===== src/hw/rtl/assert_macros.svh =====
// ----------------------------------------------------------------------------
// Assertion macros
// Shared concurrent assertion wrappers, clocked on clk and held off in reset.
// ----------------------------------------------------------------------------
`ifndef ASSERT_MACROS_SVH
`define ASSERT_MACROS_SVH

// Check a property on every clock edge outside reset.
`define ASSERT_PROP(lbl, prop, msg) \
	lbl: assert property (@(posedge clk) disable iff (!arst_n) (prop)) else $error(msg);

// Check that a consequence holds in the cycle after its trigger.
`define ASSERT_NEXT(lbl, trig, cons, msg) \
	lbl: assert property (@(posedge clk) disable iff (!arst_n) (trig) |=> (cons)) \
		else $error(msg);

`endif


===== src/hw/rtl/tsrs_pkg.sv =====
// ----------------------------------------------------------------------------
// Timestamp record sorter package
// Beat types, chain control types, register indexes and states.
// ----------------------------------------------------------------------------
package tsrs_pkg;

	localparam int KEY_W     = 32;
	localparam int TAG_W     = 16;
	localparam int CFG_IDX_W = 2;

	typedef enum logic [CFG_IDX_W-1:0] {
		REG_SORT_BY_TIME  = 2'd0,
		REG_REVERSE_ORDER = 2'd1
	} reg_idx_t;

	typedef struct packed {
		logic signed [KEY_W-1:0] time_stamp;
		logic        [TAG_W-1:0] entry_tag;
		logic                    last_entry;
	} in_beat_t;

	typedef struct packed {
		logic        [TAG_W-1:0] out_tag;
		logic signed [KEY_W-1:0] out_time;
		logic                    out_last;
		logic                    overflow;
	} out_beat_t;

	// One record as held in a cell.
	typedef struct packed {
		logic signed [KEY_W-1:0] key;
		logic        [TAG_W-1:0] tag;
	} rec_t;

	// Ordering mode; the user must keep it fixed for the duration of a set (not enforced).
	typedef struct packed {
		logic sort_en;
		logic rev_en;
	} mode_t;

	// Chain-wide control, broadcast to every cell.
	typedef struct packed {
		logic ins_en;
		logic pop;
	} cell_ctl_t;

	typedef enum logic [0:0] {
		ST_LOAD  = 1'b0,
		ST_DRAIN = 1'b1
	} state_t;

endpackage


===== src/hw/rtl/tsrs_cell.sv =====
// ----------------------------------------------------------------------------
// Sorter cell
// Holds one record; inserts the broadcast record, shifts from its neighbors.
// ----------------------------------------------------------------------------
module tsrs_cell (
	input  logic              clk,
	input  logic              arst_n,
	input  tsrs_pkg::mode_t   mode,
	input  tsrs_pkg::cell_ctl_t ctl,
	input  tsrs_pkg::rec_t    new_rec,
	input  logic              prev_ins,
	input  logic              prev_valid,
	input  tsrs_pkg::rec_t    prev_rec,
	input  logic              next_valid,
	input  tsrs_pkg::rec_t    next_rec,
	output logic              ins,
	output logic              valid,
	output tsrs_pkg::rec_t    rec
);
	import tsrs_pkg::*;

	logic valid_q;
	rec_t rec_q;
	logic goes_here;

	// Insertion point test: an empty cell always takes the record; with sort
	// the new record lands ahead of a strictly smaller key (descending) or
	// ahead of a key not below it (ascending, for the reversed list).
	always_comb begin
		if (!mode.sort_en) begin
			goes_here = mode.rev_en;
		end else if (mode.rev_en) begin
			goes_here = (new_rec.key <= rec_q.key);
		end else begin
			goes_here = (new_rec.key > rec_q.key);
		end
		ins = !valid_q || goes_here;
	end

	always_ff @(posedge clk or negedge arst_n) begin
		if (!arst_n) begin
			valid_q <= 1'b0;
		end else if (ctl.pop) begin
			valid_q <= next_valid;
		end else if (ctl.ins_en) begin
			if (prev_ins) begin
				valid_q <= prev_valid;
			end else if (ins) begin
				valid_q <= 1'b1;
			end
		end
	end

	always_ff @(posedge clk) begin
		if (ctl.pop) begin
			rec_q <= next_rec;
		end else if (ctl.ins_en) begin
			if (prev_ins) begin
				rec_q <= prev_rec;
			end else if (ins) begin
				rec_q <= new_rec;
			end
		end
	end

	assign valid = valid_q;
	assign rec   = rec_q;

endmodule


===== src/hw/rtl/timestamp_record_sorter_unit.sv =====
// ----------------------------------------------------------------------------
// Timestamp record sorter unit: one record beat per cycle while loading.
// First result in the cycle after the last-entry beat; results follow back to back unless stalled.
// Drain rate is set by the one-step shift of the cell chain; input stalls then.
// Reset clears cell valid bits, count, overflow flag, mode registers.
// ----------------------------------------------------------------------------
module timestamp_record_sorter_unit #(
	parameter int MAX_ENTRIES = 32
) (
	input  logic                          clk,
	input  logic                          arst_n,
	input  logic                          rec_valid,
	output logic                          rec_stall,
	input  tsrs_pkg::in_beat_t            rec_data,
	output logic                          res_valid,
	input  logic                          res_stall,
	output tsrs_pkg::out_beat_t           res_data,
	input  logic                          cfg_valid,
	output logic                          cfg_ready,
	input  logic [tsrs_pkg::CFG_IDX_W-1:0] cfg_index,
	input  logic                          cfg_wdata
);
	import tsrs_pkg::*;

	`include "assert_macros.svh"

	localparam int CNT_W = $clog2(MAX_ENTRIES + 1);

	state_t           state_q;
	state_t           state_nxt;
	logic [CNT_W-1:0] count_q;
	logic             ovf_q;
	mode_t            mode_q;

	logic             rec_acc;
	logic             res_acc;
	logic             full;
	logic             drain_done;
	cell_ctl_t        ctl;
	rec_t             new_rec;

	logic [MAX_ENTRIES-1:0] cell_valid;
	logic [MAX_ENTRIES-1:0] cell_ins;
	rec_t                   cell_rec [MAX_ENTRIES];

	// Configuration: always ready; written only while idle between sets, by the user (not enforced).
	assign cfg_ready = 1'b1;

	always_ff @(posedge clk or negedge arst_n) begin
		if (!arst_n) begin
			mode_q <= '0;
		end else if (cfg_valid && cfg_ready) begin
			unique case (cfg_index)
				REG_SORT_BY_TIME:  mode_q.sort_en <= cfg_wdata;
				REG_REVERSE_ORDER: mode_q.rev_en  <= cfg_wdata;
				default: ; // drop writes to unmapped indexes
			endcase
		end
	end

	// Handshakes.
	assign rec_acc    = rec_valid && !rec_stall;
	assign res_acc    = res_valid && !res_stall;
	assign full       = (count_q == CNT_W'(MAX_ENTRIES));
	assign drain_done = res_acc && (count_q == CNT_W'(1));

	// Chain control: insert while room is left, drop beats past capacity,
	// pop the head on every accepted result beat.
	assign ctl.ins_en = rec_acc && !full;
	assign ctl.pop    = res_acc;
	assign new_rec    = '{key: rec_data.time_stamp, tag: rec_data.entry_tag};

	// Sequencer: load until the last-entry beat, then drain the chain.
	always_ff @(posedge clk or negedge arst_n) begin
		if (!arst_n) begin
			state_q <= ST_LOAD;
		end else begin
			state_q <= state_nxt;
		end
	end

	always_comb begin
		state_nxt = state_q;
		rec_stall = 1'b1;
		res_valid = 1'b0;
		unique case (state_q)
			ST_LOAD: begin
				rec_stall = 1'b0;
				if (rec_acc && rec_data.last_entry) begin
					state_nxt = ST_DRAIN;
				end
			end
			ST_DRAIN: begin
				res_valid = 1'b1;
				if (drain_done) begin
					state_nxt = ST_LOAD;
				end
			end
			default: state_nxt = ST_LOAD;
		endcase
	end

	// Record count and overflow flag; both return to zero after the final beat.
	always_ff @(posedge clk or negedge arst_n) begin
		if (!arst_n) begin
			count_q <= '0;
			ovf_q   <= 1'b0;
		end else begin
			if (ctl.ins_en) begin
				count_q <= count_q + CNT_W'(1);
			end else if (ctl.pop) begin
				count_q <= count_q - CNT_W'(1);
			end
			if (rec_acc && full) begin
				ovf_q <= 1'b1;
			end else if (drain_done) begin
				ovf_q <= 1'b0;
			end
		end
	end

	// Cell chain: cell 0 is the head and the output register.
	for (genvar i = 0; i < MAX_ENTRIES; i++) begin : g_cell
		logic prev_ins;
		logic prev_valid;
		rec_t prev_rec;
		logic next_valid;
		rec_t next_rec;

		if (i == 0) begin : g_head
			assign prev_ins   = 1'b0;
			assign prev_valid = 1'b0;
			assign prev_rec   = new_rec;
		end else begin : g_body
			assign prev_ins   = cell_ins[i-1];
			assign prev_valid = cell_valid[i-1];
			assign prev_rec   = cell_rec[i-1];
		end

		if (i == MAX_ENTRIES - 1) begin : g_tail
			assign next_valid = 1'b0;
			assign next_rec   = cell_rec[i];
		end else begin : g_inner
			assign next_valid = cell_valid[i+1];
			assign next_rec   = cell_rec[i+1];
		end

		tsrs_cell u_cell (
			.clk        (clk),
			.arst_n     (arst_n),
			.mode       (mode_q),
			.ctl        (ctl),
			.new_rec    (new_rec),
			.prev_ins   (prev_ins),
			.prev_valid (prev_valid),
			.prev_rec   (prev_rec),
			.next_valid (next_valid),
			.next_rec   (next_rec),
			.ins        (cell_ins[i]),
			.valid      (cell_valid[i]),
			.rec        (cell_rec[i])
		);
	end

	// Result beat straight from the head cell; it holds while stalled.
	assign res_data = '{
		out_tag:  cell_rec[0].tag,
		out_time: cell_rec[0].key,
		out_last: (count_q == CNT_W'(1)),
		overflow: ovf_q
	};

	`ASSERT_PROP(a_count_bound, count_q <= CNT_W'(MAX_ENTRIES), "record count past capacity")
	`ASSERT_PROP(a_valid_count, $countones(cell_valid) == int'(count_q), "cell valids disagree with count")
	`ASSERT_PROP(a_head_valid, !res_valid || (cell_valid[0] && count_q != '0), "result from empty head")
	`ASSERT_NEXT(a_drain_clear, drain_done, state_q == ST_LOAD && count_q == '0 && !ovf_q, "set not cleared after final beat")

endmodule

===== config.mk =====
export PLATFORM = sky130hd
export DESIGN_NAME = timestamp_record_sorter_unit
export DESIGN_NICKNAME = d
export VERILOG_FILES = /design/src/hw/rtl/tsrs_pkg.sv /design/src/hw/rtl/tsrs_cell.sv /design/src/hw/rtl/timestamp_record_sorter_unit.sv
export VERILOG_INCLUDE_DIRS = /design/src /design/src/hw/rtl
export SDC_FILE = /design/constraint.sdc
export NUM_CORES = 2
export LEC_CHECK = 0
export BUFFER_PORTS_ARGS = -buffer_cell sky130_fd_sc_hd__buf_2
export CORE_AREA = 4 4 459 461
export CTS_CLUSTER_DIAMETER = 200
export DETAILED_ROUTE_END_ITERATION = 12
export DIE_AREA = 0 0 463 465
export GPL_ROUTABILITY_DRIVEN = 0
export PLACE_DENSITY_LB_ADDON = 0.15
export RECOVER_POWER = 100
export SYNTH_ARGS = -nofsm -noshare
export SYNTH_HDL_FRONTEND = slang
export SYNTH_SLANG_ARGS = --single-unit

===== constraint.sdc =====
create_clock -name clk -period 7.05 [get_ports clk]
set_input_delay 2.115 -clock clk [delete_from_list [all_inputs] [get_ports clk]]
set_output_delay 2.115 -clock clk [all_outputs]
set_load 0.05 [all_outputs]

* Word level (Yosys, flattened, before mapping)
Index checks and enable logic that the tools add are counted.
** Storage, ports and cells
- Output and inout port bits :: 53
- Register bits :: 1578
- Input bits :: 57
- Logic and storage cells :: 639
** Operators by class
- Bitwise operators :: 2
- Equality and inequality tests :: 3
- Order comparisons :: 64
- Muxes and demuxes :: 324
- Reduce and logical (&&, ||, !) cells :: 143
- Add/subtract/negate cells :: 2
** Operators with widths (count)
- 2-to-1 mux 48 bit :: 125
- greater-than comparator 32 bit :: 32
- <= comparator 32 bit :: 32
- 2-to-1 mux 1 bit :: 196
- nonzero test 3 bit :: 31
- AND reduction 2 bit :: 34
- logical NOT 1 bit :: 34
- logical OR 1 bit :: 32
- 2-to-1 mux 6 bit :: 2
- nonzero test 2 bit :: 4
- adder 6 x 1 -> 6 bit (second input constant) :: 1
- equality test 6 x 1 -> 1 bit (second input constant) :: 1
- equality test 6 bit (second input constant) :: 1
- logical AND 1 bit :: 6
- subtractor 6 x 1 -> 6 bit (second input constant) :: 1
- AND reduction 3 bit :: 1
- equality test 2 x 1 -> 1 bit (second input constant) :: 1
- logical NOT 2 bit :: 1
- inverter 1 bit :: 2
- case mux 1 bit (2 select lines) :: 1

* Depth between registers and ports, before layout
- Word-level depth :: 8
- Mapped depth :: 14
- Mapped depth without buffers :: 11

* Modules after synthesis
Synthesis repeated with hierarchy kept, for this count alone.
** Unflattened totals
- Cell total of the unflattened synthesis :: 11267
- Area total of the unflattened synthesis :: 111086.5 um2
** By module, submodules not included
- tsrs_cell at g_cell[0].u_cell ... :: seq. area each 1466.4 um2, cells each 350, instances 27, area an instance 3448.3 um2
- tsrs_cell at g_cell[5].u_cell ... :: seq. area each 1466.4 um2, cells each 351, instances 5, area an instance 3468.3 um2
- timestamp_record_sorter_unit :: seq. area each 250.2 um2, cells each 62, instances 1, area an instance 640.6 um2

* Worst setup path before layout
Ideal clock, no wire load.
- Path kind :: input -> register
- Start :: input rec_data[17] in the netlist's numbering
- End :: register g_cell[30].u_cell.rec_q, in the netlist g_cell[30].u_cell.rec[0] (enable)
- Path slack :: -1546 ps
- Data required time :: 6523 ps
- Path buffers :: 2
- Stages on the path :: 13
- Data arrival time :: 8069 ps
- Setup time :: 527 ps
- Cells stage by stage :: inv_1 > ha_1 > nor2b_1 > o211ai_1 > a2111o_1 > o211ai_1 > a21oi_1 > mux2i_1 > a211oi_1 > mux2i_1 > buf_2 > buf_2 > a21boi_0
** On the way
- Longest elaborated chain between the ends :: 6
- Elaborated cells between the ends (all ways) :: 12
- Those cells by class :: order compare: 4; mux: 4; reduce/logical: 4
** RTL lines
- start, declared :: line timestamp_record_sorter_unit.sv:14 : input tsrs_pkg::in_beat_t rec_data,
- greater-than comparator 32 bit or <= comparator 32 bit (tied branches) :: line tsrs_cell.sv:35, tsrs_cell.sv:33
- 2-to-1 mux 1 bit :: line tsrs_cell.sv:32 : end else if (mode.rev_en) begin
- 2-to-1 mux 1 bit :: line tsrs_cell.sv:30 : if (!mode.sort_en) begin
- logical OR 1 bit :: line tsrs_cell.sv:37 : ins = !valid_q || goes_here;
- nonzero test 3 bit (no line) (*)
- AND reduction 2 bit (no line) (*)
- end signal, assigned :: line tsrs_cell.sv:56 : rec_q <= next_rec;
- end signal, assigned :: line tsrs_cell.sv:59 : rec_q <= prev_rec;
- end signal, assigned :: line tsrs_cell.sv:61 : rec_q <= new_rec;
- end, declared :: line tsrs_cell.sv:23 : rec_t rec_q;
Mark *: on every way between the ends. The rest lies on a longest branch, timed or not.
A chain may end at the register's enable or synchronous reset.

* Final worst setup path
- Start :: input rec_valid
- End :: register g_cell[20].u_cell.rec_q, in the netlist g_cell[20].u_cell.rec[4] (enable)
** On the way
- Longest elaborated chain between the ends :: 4
** RTL lines
- start, declared :: line timestamp_record_sorter_unit.sv:12 : input logic rec_valid,
- logical AND 1 bit :: line timestamp_record_sorter_unit.sv:62 : assign rec_acc = rec_valid && !rec_stall;
- logical AND 1 bit :: line timestamp_record_sorter_unit.sv:69 : assign ctl.ins_en = rec_acc && !full;
- nonzero test 2 bit (no line)
- AND reduction 2 bit (no line)
- end signal, assigned :: line tsrs_cell.sv:56
- end signal, assigned :: line tsrs_cell.sv:59
- end signal, assigned :: line tsrs_cell.sv:61
- end, declared :: line tsrs_cell.sv:23
Every way passes these cells.

==> reports/qor.txt <==
clk buf depth -> 3
CP arrival -> 7.56 ns
GRT Total Usage -> 33.09%
Placed Area -> 0.1078 mm²
leftover overflow at the end of global routing -> 0
minimum clock period -> 7.080 ns
clk sinks -> 1,578
vias in the first global route -> 86,460
Max-Cap Viols -> 16
Core Area -> 0.2064 mm²
Post-Synthesis Cells -> 10,250
Worst Hold Depth -> 1
prevailing post-synth register cell -> edfxtp_1
Num CTS Buffers -> 181
slowest cell on the critical path -> a31oi_1
Via Count -> 87,680
Slew Limit Fails -> 621
clock root cell -> clkbuf_16
count of cell types in the netlist -> 79
register bit total from synthesis -> 1,578
Ports -> 110
CTS Hold Buffers Added -> 0
CTS tree -> built
Startpoint Class -> primary input
Layout Nets -> 11,180
Iter 0 DRT Violations -> 10,260
CP Cell Sequence -> buf_2 -> nand2b_1 -> a31oi_1 -> clkbuf_1 -> o21ai_0 -> nand2_2 -> clkbuf_2
violated checks -> capacitance limit, slew limit, setup timing
critical path depth -> 7
Area Overhead vs Synth -> 9.695%
remaining antenna violation count -> 0
Layout Cells excl Fill -> 12,970
Initial Util -> 49.82%
post-cts gate resize count -> 0
Placed Instances -> 12,620
Worst Path Required -> 7.53 ns
final setup vio count -> 17
setup bufs post-CTS -> 0
pre-CTS setup slack -> -0.1537 ns
sequential element share of the synthesized area -> 45.87%
Hold Violations, Final -> 0
worst setup margin -> -0.02995 ns
Post-synth EDFFs -> 1,536
final worst path period share -> 100.4%
layout cells sized above 1 -> 7.247%
detailed-route wire length per cell -> 28.55 µm
critical path's largest stage delay -> 2.20 ns
largest net degree at the start of global routing -> 178
Worst-Margin Slew -> 3.798 ns
drt first pass iters -> 8
Syn Std Cell Area -> 0.1028 mm²
PortBufs -> 108
peak supply drop -> 0.3084 mV
die width -> 463 µm
Clock Latency Late Sink -> 0.87 ns
CP Capture Type -> register
crit path max fanout -> 30
WL final -> 370,200 µm
Leak -> 46.10 nW
clk slew on worst S/H paths -> 0.06 ns
DR vias/cell -> 6.762
unrepaired setup endpoints after global routing -> false
die height -> 465 µm
R2R cell count -> 6
cell family contributing the most delay on the critical path -> compound AO/OA/AOI/OAI gates
pwr dens -> 526.9 mW/mm²
H-Tree Depth -> 4
synth warn -> 0
TNS Setup -> -0.3878 ns
Setup CP Type -> primary input to register
Rows -> 167
first-pass GRT wire length -> 543,900 µm
DPL Wire Length -> 269,400 µm
Mapped Nets -> 11,330
relative slew slack -> -153.2%
fmax -> 0.1412 GHz
design area -> 0.1128 mm²
Residual DRC -> 0
antenna violations before repair -> 15
Hold Worst Slack -> 0.5188 ns
Worst Path Buf+Inv -> 3
Worst Skew -> 0.03483 ns
die area -> 0.2153 mm²
Synth async-reset ratio -> 2.662%
HP Class -> register to register
Avg Cell Area, Syn -> 10.04 µm²
status -> finished, violations left
==> per-layer routing <==
metal / track usage (%) / part of all wire, % / wire length (µm) / vias up
li1: - / - / - / 38790
met1: 41.53 / 38 / 141000 / 43290
met2: 54.56 / 47 / 173700 / 4483
met3: 5.553 / 8.6 / 32010 / 1110
met4: 18.31 / 6.3 / 23390 / 6
met5: 0 / 0.012 / 44 / -
==> final cells by class <==
type	instances	area, µm²
antenna	9	22.52
clock buffer	239	4880
clock inverter	99	1028
fill	18340	93620
inverter	1042	3911
multi-input combinational	6802	48710
sequential	1578	47180
tap	2704	3383
timing repair buffer	493	3704
==> worst paths after layout <==
check	slack, ns	end	start
max	-0.03	g_cell[20].u_cell.rec[4]	rec_valid
min	0.52	count_q[4]	count_q[4]
max reg2reg	0.71	g_cell[20].u_cell.rec[4]	state_q
min reg2reg	0.52	count_q[4]	count_q[4]
max in group asynchronous	2.21	mode_q[0]	arst_n
min in group asynchronous	2.48	g_cell[22].u_cell.valid	arst_n
==> power breakdown <==
| part | leakage [nW] | internal, mW | total (mW) | switching [mW] |
|---|---|---|---|---|
| Combinational | 27.6 | 9.92 | 28.0 | 18.1 |
| Sequential | 15.6 | 17.8 | 21.7 | 3.86 |
| Clock | 2.88 | 5.51 | 9.74 | 4.23 |
==> stage by stage <==
step | util, % | power, mW
after floorplan | - | 39.15
after global placement | 52.24 | 48.56
after detailed placement | 52.24 | 49.55
after CTS | 55.10 | 59.35
after global routing | 54.65 | 62.92
final | 54.65 | 59.45
==> flip-flops by register name (all words and copies together), names as in the netlist <==
register             cells
g_cell.u_cell.rec     1536
ovf_q                    1
count_q                  6
mode_q                   2
g_cell.u_cell.valid     32
state_q                  1
==> kinds of logic (layout without fill, tap and decap cells) <==
kind of cell               count (synthesis)  in the layout  synth area share, %
AOI/OAI and AO/OA                       2519           2519                18.12
xor gates and xnor gates                   7              7              0.05961
adders and majority gates               1028           1028                12.51
buffers and inverters                   1866           1873                6.951
DFF                                     1578           1578                45.87
muxes                                    238            238                2.378
other                                      1             10             0.003646
and+or+nand+nor                         3009           3009                14.11
==> synthesized netlist by cell type (all sizes together) (14+ instances only) <==
master	instances	area [µm²]
a2111oi	17	198.9
nand3	923	4619
a211o	14	122.6
o221ai	530	4642
mux2i	187	1872
clkbuf	655	2460
a21boi	14	105.1
and2	71	444.2
a221oi	25	219.0
buf	169	778.2
a21o	200	1501
dfrtp	42	1051
nand2	951	3570
nor4	35	281.5
a21oi	461	2307
o211ai	350	2628
inv	1042	3911
nand4	214	1339
and3	56	350.3
mux2	51	574.3
edfxtp	1536	46120
nand4b	19	181.4
o21ai	342	1712
ha	1028	12860
o21a	21	157.7
and4	44	385.4
a221o	378	3784
a31oi	48	300.3
nor2b	52	325.3
o22ai	22	137.6
nor3b	36	270.3
a211oi	32	245.2
nor2	308	1156
nor3	262	1311
==> cell usage in the layout (no fill, tap or decap), drive strengths merged, types with 314 or more instances in the layout <==
cell type and instances:
inv 1048, clkbuf 418, nand2 951, o221ai 530, o211ai 350, edfxtp 1536, a221o 378, nand3 923
buf 314, o21ai 342, a21oi 461, ha 1028
No activity file was read; power rests on OpenSTA's default activity.
